### config.mk
export PLATFORM = sky130hd
export DESIGN_NAME = prj_ctrl
export DESIGN_NICKNAME = d
export VERILOG_FILES = /design/src/rtl/core/prj_pkg.sv /design/src/rtl/core/prj_ctrl.sv
export SDC_FILE = /design/constraint.sdc
export NUM_CORES = 1
export LEC_CHECK = 0
export ABC_AREA = 1
export ABC_CLOCK_PERIOD_IN_PS = 3000
export BUFFER_PORTS_ARGS = -buffer_cell sky130_fd_sc_hd__buf_2
export CAP_MARGIN = 10
export CORE_MARGIN = 10
export CORE_UTILIZATION = 50
export DETAILED_ROUTE_END_ITERATION = 8
export PLACE_DENSITY = 0.81
export SLEW_MARGIN = 25
export SYNTH_ARGS = -nofsm -noshare
export SYNTH_HDL_FRONTEND = slang
export SYNTH_SLANG_ARGS = --single-unit
### constraint.sdc
create_clock -name clk -period 3 [get_ports clk]
set_clock_uncertainty 0.15 [all_clocks]
set_input_delay 0.15 -clock clk [delete_from_list [all_inputs] [get_ports clk]]
set_output_delay 0.15 -clock clk [all_outputs]
set_load 0.01 [all_outputs]
### src/rtl/core/prj_pkg.sv
// ----------------------------------------------------------------------------
// prj_pkg
// Types, codes and helpers shared by the projection residual block.
// ----------------------------------------------------------------------------
package prj_pkg;

  localparam int DEF_MAX_ROWS       = 64;
  localparam int DEF_MAX_COMPONENTS = 8;
  localparam int DEF_MAX_COLUMNS    = 64;

  // command field widths, sized for the largest legal parameters
  localparam int IDX_W  = 10;
  localparam int KIDX_W = 5;
  localparam int CNT_W  = 11;

  localparam int CFG_IDX_W = 3;
  localparam logic [CFG_IDX_W-1:0] CFG_ROWS       = 3'd0;
  localparam logic [CFG_IDX_W-1:0] CFG_COMPONENTS = 3'd1;
  localparam logic [CFG_IDX_W-1:0] CFG_COLUMNS    = 3'd2;
  localparam logic [CFG_IDX_W-1:0] CFG_TRANSPOSE  = 3'd3;

  localparam int WAIT_PIPE = 4;
  localparam int WAIT_OUT  = 2;

  typedef enum logic [1:0] {
    KIND_BASIS = 2'd0,
    KIND_DATA  = 2'd1,
    KIND_READ  = 2'd2
  } kind_t;

  typedef enum logic [2:0] {
    OP_NONE,
    OP_SUM,
    OP_MAC,
    OP_PROJ,
    OP_FINAL
  } dp_op_t;

  typedef enum logic [3:0] {
    S_IDLE,
    S_OOR,
    S_SUM,
    S_SUMW,
    S_DIV,
    S_DIVW,
    S_MAC,
    S_MACW,
    S_PROJ,
    S_PROJW,
    S_FINAL,
    S_FINW
  } state_t;

  typedef struct packed {
    logic              wr_basis;
    logic              wr_data;
    logic              clr_acc;
    logic              clr_t;
    logic              div_start;
    logic              oor;
    dp_op_t            op;
    logic [IDX_W-1:0]  i;
    logic [IDX_W-1:0]  r;
    logic [IDX_W-1:0]  c;
    logic [KIDX_W-1:0] k;
    logic [CNT_W-1:0]  nr;
  } dp_cmd_t;

  typedef struct packed {
    logic div_done;
  } dp_status_t;

  function automatic logic signed [31:0] sat32(input logic signed [63:0] v);
    logic signed [31:0] o;
    if (v > 64'sh0000_0000_7fff_ffff) o = 32'sh7fff_ffff;
    else if (v < -64'sh0000_0000_8000_0000) o = -32'sh8000_0000;
    else o = v[31:0];
    return o;
  endfunction

endpackage

### src/rtl/core/prj_ctrl.sv
// ----------------------------------------------------------------------------
// prj_ctrl
// Configuration registers and the read sequencer.
// ----------------------------------------------------------------------------
module prj_ctrl
  import prj_pkg::*;
#(
  parameter int MAX_ROWS       = DEF_MAX_ROWS,
  parameter int MAX_COMPONENTS = DEF_MAX_COMPONENTS,
  parameter int MAX_COLUMNS    = DEF_MAX_COLUMNS
) (
  input  logic                 clk,
  input  logic                 rst,
  input  logic                 start,
  output logic                 busy,
  input  logic [1:0]           kind,
  input  logic [5:0]           row,
  input  logic [5:0]           col,
  input  logic                 cfg_valid,
  output logic                 cfg_ready,
  input  logic [CFG_IDX_W-1:0] cfg_index,
  input  logic [31:0]          cfg_data,
  input  dp_status_t           stat,
  output dp_cmd_t              cmd
);

  localparam int RW  = $clog2(MAX_ROWS);
  localparam int CW  = (MAX_COLUMNS > 1) ? $clog2(MAX_COLUMNS) : 1;
  localparam int KW  = (MAX_COMPONENTS > 1) ? $clog2(MAX_COMPONENTS) : 1;
  localparam int NRW = $clog2(MAX_ROWS + 1);
  localparam int NKW = $clog2(MAX_COMPONENTS + 1);
  localparam int NCW = $clog2(MAX_COLUMNS + 1);

  logic [6:0] rows_in_use, columns_in_use;
  logic [3:0] components_in_use;
  logic       transpose_out;

  assign cfg_ready = 1'b1;

  always_ff @(posedge clk) begin
    if (rst) begin
      rows_in_use       <= 7'd64;
      components_in_use <= 4'd1;
      columns_in_use    <= 7'd64;
      transpose_out     <= 1'b0;
    end else if (cfg_valid) begin
      unique case (cfg_index)
        CFG_ROWS:       rows_in_use       <= cfg_data[6:0];
        CFG_COMPONENTS: components_in_use <= cfg_data[3:0];
        CFG_COLUMNS:    columns_in_use    <= cfg_data[6:0];
        CFG_TRANSPOSE:  transpose_out     <= cfg_data[0];
        default: ;
      endcase
    end
  end

  logic [NRW-1:0] nr;
  logic [NKW-1:0] nk;
  logic [NCW-1:0] nc;

  always_comb begin
    if (rows_in_use == 7'd0) nr = NRW'(1);
    else if (int'(rows_in_use) > MAX_ROWS) nr = NRW'(MAX_ROWS);
    else nr = NRW'(rows_in_use);
    nk = (int'(components_in_use) > MAX_COMPONENTS) ? NKW'(MAX_COMPONENTS)
                                                    : NKW'(components_in_use);
    nc = (int'(columns_in_use) > MAX_COLUMNS) ? NCW'(MAX_COLUMNS)
                                              : NCW'(columns_in_use);
  end

  logic       accept;
  logic [5:0] r6, c6;
  logic       out_range;

  assign accept    = start && !busy;
  assign r6        = transpose_out ? col : row;
  assign c6        = transpose_out ? row : col;
  assign out_range = (int'(r6) >= int'(nr)) || (int'(c6) >= int'(nc));

  state_t        state, state_next;
  logic [RW-1:0] i;
  logic [KW-1:0] k;
  logic [2:0]    cnt;
  logic [RW-1:0] r_q;
  logic [CW-1:0] c_q;
  logic          i_last, k_last, pipe_done, out_done;

  assign i_last    = i == RW'(nr - NRW'(1));
  assign k_last    = k == KW'(nk - NKW'(1));
  assign pipe_done = cnt == 3'(WAIT_PIPE - 1);
  assign out_done  = cnt == 3'(WAIT_OUT - 1);

  always_ff @(posedge clk) begin
    if (rst) state <= S_IDLE;
    else state <= state_next;
  end

  always_ff @(posedge clk) begin
    if (state == S_IDLE && accept) begin
      r_q <= RW'(r6);
      c_q <= CW'(c6);
    end
    if (state == S_SUM || state == S_MAC) i <= i + RW'(1);
    else i <= '0;
    if (state == S_IDLE) k <= '0;
    else if (state == S_PROJW && pipe_done) k <= k + KW'(1);
    if (state == S_SUMW || state == S_MACW || state == S_PROJW || state == S_FINW)
      cnt <= cnt + 3'd1;
    else cnt <= '0;
  end

  always_comb begin
    state_next = state;
    unique case (state)
      S_IDLE:  if (accept && kind == KIND_READ) state_next = out_range ? S_OOR : S_SUM;
      S_OOR:   state_next = S_IDLE;
      S_SUM:   if (i_last) state_next = S_SUMW;
      S_SUMW:  if (pipe_done) state_next = S_DIV;
      S_DIV:   state_next = S_DIVW;
      S_DIVW:  if (stat.div_done) state_next = (nk == '0) ? S_FINAL : S_MAC;
      S_MAC:   if (i_last) state_next = S_MACW;
      S_MACW:  if (pipe_done) state_next = S_PROJ;
      S_PROJ:  state_next = S_PROJW;
      S_PROJW: if (pipe_done) state_next = k_last ? S_FINAL : S_MAC;
      S_FINAL: state_next = S_FINW;
      S_FINW:  if (out_done) state_next = S_IDLE;
      default: state_next = S_IDLE;
    endcase
  end

  always_comb begin
    busy          = state != S_IDLE;
    cmd           = '0;
    cmd.op        = OP_NONE;
    cmd.i         = IDX_W'(i);
    cmd.r         = IDX_W'(r_q);
    cmd.c         = IDX_W'(c_q);
    cmd.k         = KIDX_W'(k);
    cmd.nr        = CNT_W'(nr);
    unique case (state)
      S_IDLE: begin
        if (accept) begin
          cmd.wr_basis = kind == KIND_BASIS && int'(row) < MAX_ROWS
                         && int'(col) < MAX_COMPONENTS;
          cmd.wr_data  = kind == KIND_DATA && int'(row) < MAX_ROWS
                         && int'(col) < MAX_COLUMNS;
          cmd.clr_acc  = kind == KIND_READ;
        end
      end
      S_OOR:   cmd.oor = 1'b1;
      S_SUM:   cmd.op = OP_SUM;
      S_DIV:   cmd.div_start = 1'b1;
      S_DIVW:  cmd.clr_t = 1'b1;
      S_MAC:   cmd.op = OP_MAC;
      S_PROJ:  cmd.op = OP_PROJ;
      S_PROJW: cmd.clr_t = pipe_done;
      S_FINAL: cmd.op = OP_FINAL;
      default: ;
    endcase
  end

endmodule

# [Word level (Yosys, flattened, before mapping)]
# Index checks and enable logic that the tools add are counted.
[op_classes] n_mux=24 eq_ne=28 order_cmp=6 n_addsub=5 reduce_logical=22
[ops] op="$mux 4" count=11
[ops] op="$pmux 4 s11" count=1
[ops] op="$mux 7" count=3
[ops] op="$eq 4x3->1 const B" count=4
[ops] op="$eq 4x4->1 const B" count=4
[ops] op="$ge 6x7->1" count=2
[ops] op="$gt 7x7->1 const B" count=2
[ops] op="$ne 2x2->1 const B" count=7
[ops] op="$mux 6" count=2
[ops] op="$pmux 3 s4" count=1
[ops] op="$eq 3x2->1 const B" count=3
[ops] op="$eq 4x2->1 const B" count=2
[ops] op="$logic_not 4->1" count=2
[ops] op="$reduce_and 2->1" count=4
[ops] op="$reduce_and 8->1" count=1
[ops] op="$logic_not 7->1" count=1
[ops] op="$add 3x1->3 const B" count=2
[ops] op="$add 6x1->6 const B" count=1
[ops] op="$eq 3x1->1 const B" count=2
[ops] op="$eq 6x6->1" count=1
[ops] op="$lt 6x4->1 const B" count=1
[ops] op="$mux 3" count=2
[ops] op="$sub 6x1->6 const B" count=1
[ops] op="$logic_and 1x1->1" count=5
[ops] op="15 further kinds" count=20
[totals] regBits=47 input_bits=54 word_cells=95

# [Logic depth before layout (Yosys ltp)]
# Gate-level depths: netlist of run 1.
[logic_depth] ltp_word=8 ltp_mapped=20 depth_no_buf=20

# [Least setup slack after synthesis of run 1]
# Ideal clock, no wire load.
[synth_path] path_kind="register to register" start="register columns_in_use[0]" end="register state[0]" synth_period_minus_slack_ns=2.577 required_ns=2.735 setup_time_ns=0.115 arrival_time_ns=2.312 slack_ns=0.423 stages_incl_launch_ff=14 path_cell_list="dfxtp_1 or4_1 o31ai_2 nand2_1 ha_1 a21o_1 a22oi_1 nand3b_1 nor2_1 nor2_1 nor2_1 nand3_1 nand2_1 nor2_1"
[synth_between] elab_chain_len=7
[synth_rtl] item="from (decl)" line="prj_ctrl.sv:34" rtl="logic [6:0] rows_in_use, columns_in_use;"
[synth_rtl] item="from (signal assigned)" line="prj_ctrl.sv:50" rtl="CFG_COLUMNS: columns_in_use <= cfg_data[6:0];"
[synth_rtl] item="$gt 7x7->1" line="prj_ctrl.sv:67" rtl="nc = (int'(columns_in_use) > MAX_COLUMNS) ? NCW'(MAX_COLUMNS)"
[synth_rtl] item="$mux 7 *" line="prj_ctrl.sv:67"
[synth_rtl] item="$ge 6x7->1 *" line="prj_ctrl.sv:78" rtl="assign out_range = (int'(r6) >= int'(nr)) || (int'(c6) >= int'(nc));"
[synth_rtl] item="$logic_or 1x1->1 *" line="prj_ctrl.sv:78"
[synth_rtl] item="$mux 2 *" line="prj_ctrl.sv:115" rtl="S_IDLE: if (accept && kind == KIND_READ) state_next = out_range ? S_OOR : S_SUM;"
[synth_rtl] item="$mux 4 *" line="prj_ctrl.sv:115"
[synth_rtl] item="$pmux 4 s11 *" line="prj_ctrl.sv:114" rtl="unique case (state)"
[synth_rtl] item="to (signal assigned)" line="prj_ctrl.sv:95" rtl="else state <= state_next;"
[synth_rtl] item="to (decl)" line="prj_ctrl.sv:80" rtl="state_t state, state_next;"
# Mark *: on every way between the ends. The rest lies on a longest branch, timed or not. The select of a mux whose other input is x is not followed.
# A chain may end at the register's enable or synchronous reset.

# [Worst setup path in the final report of run 1]
# Same ends and word-level chain as after synthesis.

==> summary.md, run 1 <==
| Metric | Value |
|---|---|
| RR Endpoint | `state[0]` |
| DRC viols | `0` |
| R2R Setup Slk | `between 0.2 and 0.25 ns` |
| Final hold violations | `0` |
| Core box area | `slightly below 6000 sq um` |
| Crit path largest cell delay | `0.58 ns` |
| Crit path max-delay cell type | `or4_1` |
| Synth Flop Type | `dfxtp_1` |
| Adder-cell area share of the yosys netlist | `7.940%` |
| CTS tree | `done` |
| Nets@finish | `571` |
| CTS sink cnt | `47` |
| PwrDens | `531.3 nW/um^2` |
| Relative slew slack | `between 40% and 50%` |
| DR WL/cell | `between 10 and 15 um` |
| Die ar. | `about 9500 sq um` |
| Longest Clk Path Bufs | `2` |
| Reg clk slew, reported paths | `about 0.08 ns` |
| Arrival time worst endpoint | `~2.8 ns` |
| Detailed Routing Iterations Pass 1 | `5` |
| RD Place Congestion | `~0.9` |
| FF-to-FF path depth | `13` |
| CP Cell Sequence | `or4_1 -> o31ai_4 -> nand2_1 -> ha_1 -> a21o_1 -> a22oi_1 -> nand3b_1 -> nor2_1 -> nor2_1 -> nor2_1 -> nand3_1 -> nand2_1 -> nor2_1` |
| Setup WS post-layout | `between 0.2 and 0.25 ns` |
| Final Cycle Share | `about 92%` |
| Num rows | `28` |
| Max Clock Freq | `~0.36 GHz` |
| Levels on crit path | `13` |
| RSZ-0062 raised after global routing | `false` |
| Initial antenna violation count | `0` |
| Starting Density | `51.18%` |
| Mux cell area share after synthesis | `0%` |
| DRT iter0 DRCs | `between 100 and 150` |
| Synth Cell Area | `2994 sq um` |
| Final WL | `7149 um` |
| Global-route wire length before repair | `between 10000 and 15000 um` |
| FF-to-FF Start | `columns_in_use[0]` |
| Largest net degree at the start of global routing | `25` |
| Max Cap Viol | `0` |
| Antenna cells | `0` |
| DP Worst Slack | `~0.17 ns` |
| Multi-input logic area | `roughly 1600 sq um` |
| CP startpoint | `columns_in_use[0]` |
| Vias in the first global route | `between 2000 and 3000` |
| GRT Residual Overflow | `0` |
| Hpwl dp | `between 5000 and 6000 um` |
| Crit path kind | `reg2reg` |
| CP required | `between 3 and 4 ns` |
| Compound-Gate Fraction of Synth Area | `12.41%` |
| Unique masters post-synth | `36` |
| GRT Total Usage | `between 10% and 20%` |
| Number of flops mapped to enable cells by yosys | `12` |
| Root Driver | `clkbuf_8` |
| Minimum clock period | `between 2 and 3 ns` |
| WP buf/inv | `0` |
| CP delay by family, top | `simple AND/OR/NAND/NOR gates` |
| TNS Setup | `0 ns` |
| Die Wd | `about 97 um` |
| Fillers | `555` |
| Most frequent CP cell | `nor2_1` |
| Peak supply drop | `0.3401 mV` |
| Area Growth Syn to Fin | `16.84%` |
| Routed vias/inst | `around 5` |
| Ports | `roughly 110` |
| CP Capture Type | `flop` |
| Layout cells sized above 1 | `between 10% and 20%` |
| CP Max Fanout | `6` |
| Synth Area in Simple Gates | `28.46%` |
| Run status | `completed` |
| Sequential element share of the synthesized area | `roughly 35%` |
| XOR/XNOR Fraction of Synth Area | `1.755%` |
| Worst slew pin tran | `0.8116 ns` |
| Worst setup endpoint | `state[0]` |
| Post-route antenna net violation count | `0` |
| Die H | `around 97 um` |
| Leak | `between 1.5 and 2 nW` |
| Yosys warning count | `0` |
| Worst Hold Class | `in2reg` |
| Cts bufs inserted | `5` |
| Vias | `about 2900` |
| Synthesized instance count | `roughly 430` |
| IO buf count | `66` |
| Pins Over Slew Limit | `0` |
| H-tree depth | `2` |
| Worst Setup Start Kind | `flop` |
| Clock insertion delay at the later pin of the skew report | `0.29 ns` |
| Yosys reg bits | `47` |
| Final setup vio count | `0` |
| Largest family of logic cells by synthesized area | `simple AND/OR/NAND/NOR gates` |
| Async SR Flop Fraction | `0%` |
| Mean post-synth cell area | `just over 7 sq um` |
| Reg area | `1061 sq um` |
[how the worst min path moves through the flow]
stage | from | end | slack, ns | depth (start not counted)
2_1_floorplan | rst | transpose_out | 0.08 | 1
6_report | row[0] | c_q[0] | 0.05 | 3
5_1_grt | col[0] | r_q[0] | 0.05 | 3
4_1_cts | col[0] | r_q[0] | 0.04 | 3
3_5_place_dp | rst | transpose_out | 0.19 | 2
3_3_place_gp | rst | transpose_out | 0.18 | 2
[layout make-up]
cell class / count / area share, %
Inverter: 64 / 6.867
Clock inverter: 1 / 0.1431
Timing Repair Buffer: 75 / 11.95
Tap cell: 75 / 2.682
Clock buffer: 7 / 2.468
Sequential cell: 47 / 30.33
Multi-Input combinational cell: 305 / 45.57
[state kept, by name, indices dropped and copies added (netlist names)]
register / flops
transpose_out: 1
components_in_use: 4
r_q: 6
k: 3
cnt: 3
rows_in_use: 7
columns_in_use: 7
i: 6
c_q: 6
state: 4
[cells by family after synthesis]
group,Yosys count
compound gates,66
fa+ha+maj,19
buf+inv,90
other cells,2
flops,47
xor+xnor,6
simple gates,195
[cell usage after synthesis (all sizes together), types with 2 or more instances]
master / number / area (sq um)
a21o: 2 / 15.01
a21oi: 22 / 110.1
a22oi: 3 / 22.52
a31oi: 2 / 12.51
buf: 21 / 152.6
clkbuf: 5 / 18.77
conb: 2 / 7.510
dfxtp: 35 / 700.7
edfxtp: 12 / 360.4
ha: 19 / 237.7
inv: 64 / 240.2
nand2: 73 / 296.5
nand3: 20 / 100.1
nand3b: 3 / 22.52
nand4: 5 / 31.28
nor2: 79 / 316.5
nor3: 9 / 45.04
o211ai: 3 / 22.52
o21ai: 31 / 155.2
xnor2: 3 / 26.28
xor2: 3 / 26.28
[worst register-to-register path, stage by stage, from the launching register on]
cell	delay, ns
dfxtp_1	0.33
or4_1	0.58
o31ai_4	0.27
nand2_1	0.09
ha_1	0.32
a21o_1	0.19
a22oi_1	0.14
nand3b_1	0.10
nor2_1	0.18
nor2_1	0.06
nor2_1	0.09
nand3_1	0.08
nand2_1	0.06
nor2_1	0.04
[layer usage]
metal | track usage, % | up-vias | part of all wire (%)
li1 | - | 1484 | -
met1 | 18.28 | 1290 | 46
met2 | 24.83 | 90 | 45
met3 | 3.841 | 7 | 7.8
met4 | 4.139 | 0 | 0.92
met5 | 0 | - | 0
[timing repair]
action	CTS	global route
buffers inserted	0	0
setup endpoints to repair	0	1
gates resized for setup	0	1
hold buffers	8	0
endpoints found under the hold margin	14	0
[layout by cell type (no fill, tap or decap), drive strengths merged]
master / netlist / routed
a21o: 2 / 2
a21oi: 22 / 22
a22oi: 3 / 3
a31oi: 2 / 2
and2: 1 / 1
and3: 1 / 1
buf: 21 / 67
clkbuf: 5 / 7
clkinv: 0 / 1
conb: 2 / 19
dfxtp: 35 / 35
dlygate4sd3: 0 / 8
edfxtp: 12 / 12
ha: 19 / 19
inv: 64 / 64
nand2: 73 / 73
nand3: 20 / 20
nand3b: 3 / 3
nand4: 5 / 5
nor2: 79 / 79
nor3: 9 / 9
nor3b: 1 / 1
nor4: 1 / 1
o211ai: 3 / 3
o21ai: 31 / 31
o221ai: 1 / 1
o22ai: 1 / 1
o31ai: 1 / 1
or2: 1 / 1
or4: 1 / 1
xnor2: 3 / 3
xor2: 3 / 3
[where the power goes]
| group | internal (W) | switching, W |
|---|---|---|
| combinational | 0.000249 | 0.000434 |
| clock | 0.000186 | 0.000196 |
| sequential | 0.000736 | 0.0000581 |
[stage by stage]
stage               total power, W  util, %  area, sq um  hold slack [ns]  std cells
floorplan                 0.001297        -         3058          0.07931        442
detailed placement        0.001477    56.72         3318           0.1887        558
global route              0.002000    59.79         3498          0.05054        574
finish                    0.001859    59.79         3498          0.05416        574
CTS                       0.001867    59.65         3490          0.04335        574
global placement          0.001458    56.72         3318           0.1845        558
Power figures use the tool's default switching activity.
==> run 2, diff against run 1 <==
--- a/config.mk
+++ b/config.mk
@@ -9,7 +9,6 @@
 export ABC_CLOCK_PERIOD_IN_PS = 3000
 export BUFFER_PORTS_ARGS = -buffer_cell sky130_fd_sc_hd__buf_2
 export CAP_MARGIN = 10
-export CORE_MARGIN = 10
 export CORE_UTILIZATION = 50
 export DETAILED_ROUTE_END_ITERATION = 8
 export PLACE_DENSITY = 0.81
==> run 2 against run 1 <==
Compared with the run above: clock-buffer cell count grew 1; utilization grew 2.6 points; flip-flop and latch count is the same; combinational power grew 1%; power grew 2.8%; sequential share of layout area shrank 0.19 points; cell area grew 0.64%; largest cell class unchanged.
==> summary.md, run 2 (synthesized netlist as in run 1, its figures left out) <==
| Metric | Value |
|---|---|
| Run status | `completed (unchanged)` |
| Layout cells sized above 1 | `19.20% (was 18.44%)` |
| Vias | `2865 (was 2871)` |
| Most common cell after layout, fill and taps aside | `nor2_1 (unchanged)` |
| Core box area | `5642 sq um (was 5851 sq um)` |
| Crit path largest cell delay | `0.55 ns (was 0.58 ns)` |
| GRT Total Usage | `22.91% (was 14.85%)` |
| DP Worst Slack | `0.1790 ns (was 0.1704 ns)` |
| Ports | `111 (unchanged)` |
| Longest Clk Path Bufs | `2 (unchanged)` |
| GRT Residual Overflow | `0 (unchanged)` |
| Final WL | `6669 um (was 7149 um)` |
| Final setup vio count | `0 (unchanged)` |
| H-tree depth | `2 (unchanged)` |
| Area Growth Syn to Fin | `17.59% (was 16.84%)` |
| Reg area | `1061 sq um (unchanged)` |
| Leak | `1.794 nW (was 1.783 nW)` |
| Reg clk slew, reported paths | `0.09 ns (was 0.08 ns)` |
| DR WL/cell | `11.66 um (was 12.45 um)` |
| Most frequent cells in the layout | `74 x nor2_1, 66 x nand2_1, 66 x buf_2 (was 75 x nor2_1, 66 x nand2_1, 66 x buf_2)` |
| Global-route wire length before repair | `11480 um (was 12240 um)` |
| DRT iter0 DRCs | `117 (was 123)` |
| Max Clock Freq | `0.3587 GHz (was 0.3609 GHz)` |
| Final hold violations | `0 (unchanged)` |
| Initial antenna violation count | `0 (unchanged)` |
| Antenna cells | `0 (unchanged)` |
| Detailed Routing Iterations Pass 1 | `4 (was 5)` |
| RD Place Congestion | `0.8458 (was 0.9201)` |
| CTS tree | `done (unchanged)` |
| Num rows | `27 (was 28)` |
| Minimum clock period | `2.788 ns (was 2.771 ns)` |
| Relative slew slack | `44.26% (was 45.48%)` |
| CP required | `3.04 ns (about the same)` |
| Multi-input logic area | `1600 sq um (was 1594 sq um)` |
| Regs by FF count | `columns_in_use x7, rows_in_use x7 (unchanged)` |
| Cts bufs inserted | `5 (unchanged)` |
| Fillers | `515 (was 555)` |
| Max Cap Viol | `0 (unchanged)` |
| Post-route antenna net violation count | `0 (unchanged)` |
| Worst Setup Start Kind | `flop (unchanged)` |
| Worst Hold Class | `in2reg (unchanged)` |
| Root Driver | `clkbuf_8 (unchanged)` |
| IO buf count | `66 (unchanged)` |
| Clock insertion delay at the later pin of the skew report | `0.29 ns (about the same)` |
| CP Capture Type | `flop (unchanged)` |
| Post-route cell area | `3521 sq um (was 3498 sq um)` |
| Peak supply drop | `0.3201 mV (was 0.3401 mV)` |
| Dpl cell area | `3314 sq um (was 3318 sq um)` |
| Setup WS post-layout | `0.2121 ns (was 0.2289 ns)` |
| DRC viols | `0 (unchanged)` |
| Hpwl dp | `5190 um (was 5860 um)` |
| Layout Cells excl Fill | `572 (was 574)` |
| Arrival time worst endpoint | `2.83 ns (was 2.81 ns)` |
| Crit path kind | `reg2reg (unchanged)` |
| Starting Density | `53.07% (was 51.18%)` |
| Placed instance count | `555 (was 558)` |
| Nets@finish | `572 (was 571)` |
| PwrDens | `542.6 nW/um^2 (was 531.3 nW/um^2)` |
| CTS sink cnt | `47 (unchanged)` |
| Worst slew pin tran | `0.8298 ns (was 0.8116 ns)` |
| Die H | `79.39 um (was 97.39 um)` |
| Final Cycle Share | `92.93% (was 92.37%)` |
| Largest net degree at the start of global routing | `25 (unchanged)` |
| Vias in the first global route | `2630 (was 2834)` |
| CP Max Fanout | `6 (unchanged)` |
| Pins Over Slew Limit | `0 (unchanged)` |
| Most frequent CP cell | `nor2_1 (unchanged)` |
| CP Cell Sequence | `or4_4 -> o31ai_4 -> nand2_1 -> ha_1 -> a21o_1 -> a22oi_1 -> nand3b_1 -> nor2_2 -> nor2_1 -> nor2_1 -> nand3_1 -> nand2_1 -> nor2_1 (was or4_1 -> o31ai_4 -> nand2_1 -> ha_1 -> a21o_1 -> a22oi_1 -> nand3b_1 -> nor2_1 -> nor2_1 -> nor2_1 -> nand3_1 -> nand2_1 -> nor2_1)` |
| Routed vias/inst | `5.009 (was 5.002)` |
| Die Wd | `79.39 um (was 97.39 um)` |
| Die ar. | `6302 sq um (was 9484 sq um)` |
| Crit path max-delay cell type | `or4_4 (was or4_1)` |
[run 2: cell types whose count changed in the layout (fill, tap and decap cells not counted), sizes merged]
cell    previous run  this run
buf               67        68
clkbuf             7         8
clkinv             1         0
[run 2: timing repair]
item / 4_1_cts / 5_1_grt
hold endpoints to repair: 15 / 0
buffers inserted: 0 / 1
gates resized for setup: 0 / 3
setup endpoints to repair: 0 / 2
hold buffers: 8 / 0
[run 2: path summary, 6_finish.rpt]
kind | startpoint | endpoint | slack [ns] | cells after the start
max | columns_in_use[0] | state[0] | 0.21 | 13
min | col[0] | r_q[0] | 0.04 | 3
max reg2reg | columns_in_use[0] | state[0] | 0.21 | 13
min reg2reg | cnt[0] | cnt[0] | 0.31 | 1
[run 2: cell type report]
type,count,share of cell area [%]
Clock buffer,8,2.950
Inverter,64,6.823
Multi-Input combinational cell,305,45.45
Timing Repair Buffer,76,12.08
Sequential cell,47,30.14
Tap cell,72,2.559
[run 2: critical path, delay by kind of cell (launching register included)]
family                     cells  cell delay [ns]
adders and majority gates      1             0.32
AOI/OAI and AO/OA              3             0.67
and+or+nand+nor                9             1.22
DFF                            1             0.33
[run 2: power breakdown]
group	leakage, nW	total, W	internal, W	switching [W]
registers	0.397	0.000796	0.000736	0.0000602
clock network	0.0549	0.000425	0.000220	0.000205
logic	1.34	0.000690	0.000252	0.000438
[run 2: stage by stage]
stage | utilization, % | setup TNS, ns | power, W | hold slack [ns]
after floorplan | - | 0 | 0.001297 | 0.07931
after global placement | 58.75 | 0 | 0.001455 | 0.1864
after detailed placement | 58.75 | 0 | 0.001478 | 0.1971
after CTS | 62.01 | 0 | 0.001904 | 0.04003
after global routing | 62.41 | -0.008120 | 0.002040 | 0.06506
final | 62.41 | 0 | 0.001910 | 0.03842
[run 2: routing by layer]
metal,vias up,part of all wire (%),GRT usage [%]
li1,1486,-,-
met1,1267,45,28.35
met2,94,47,40.17
met3,18,5.8,3.543
met4,0,2.1,8.000
met5,-,0,0
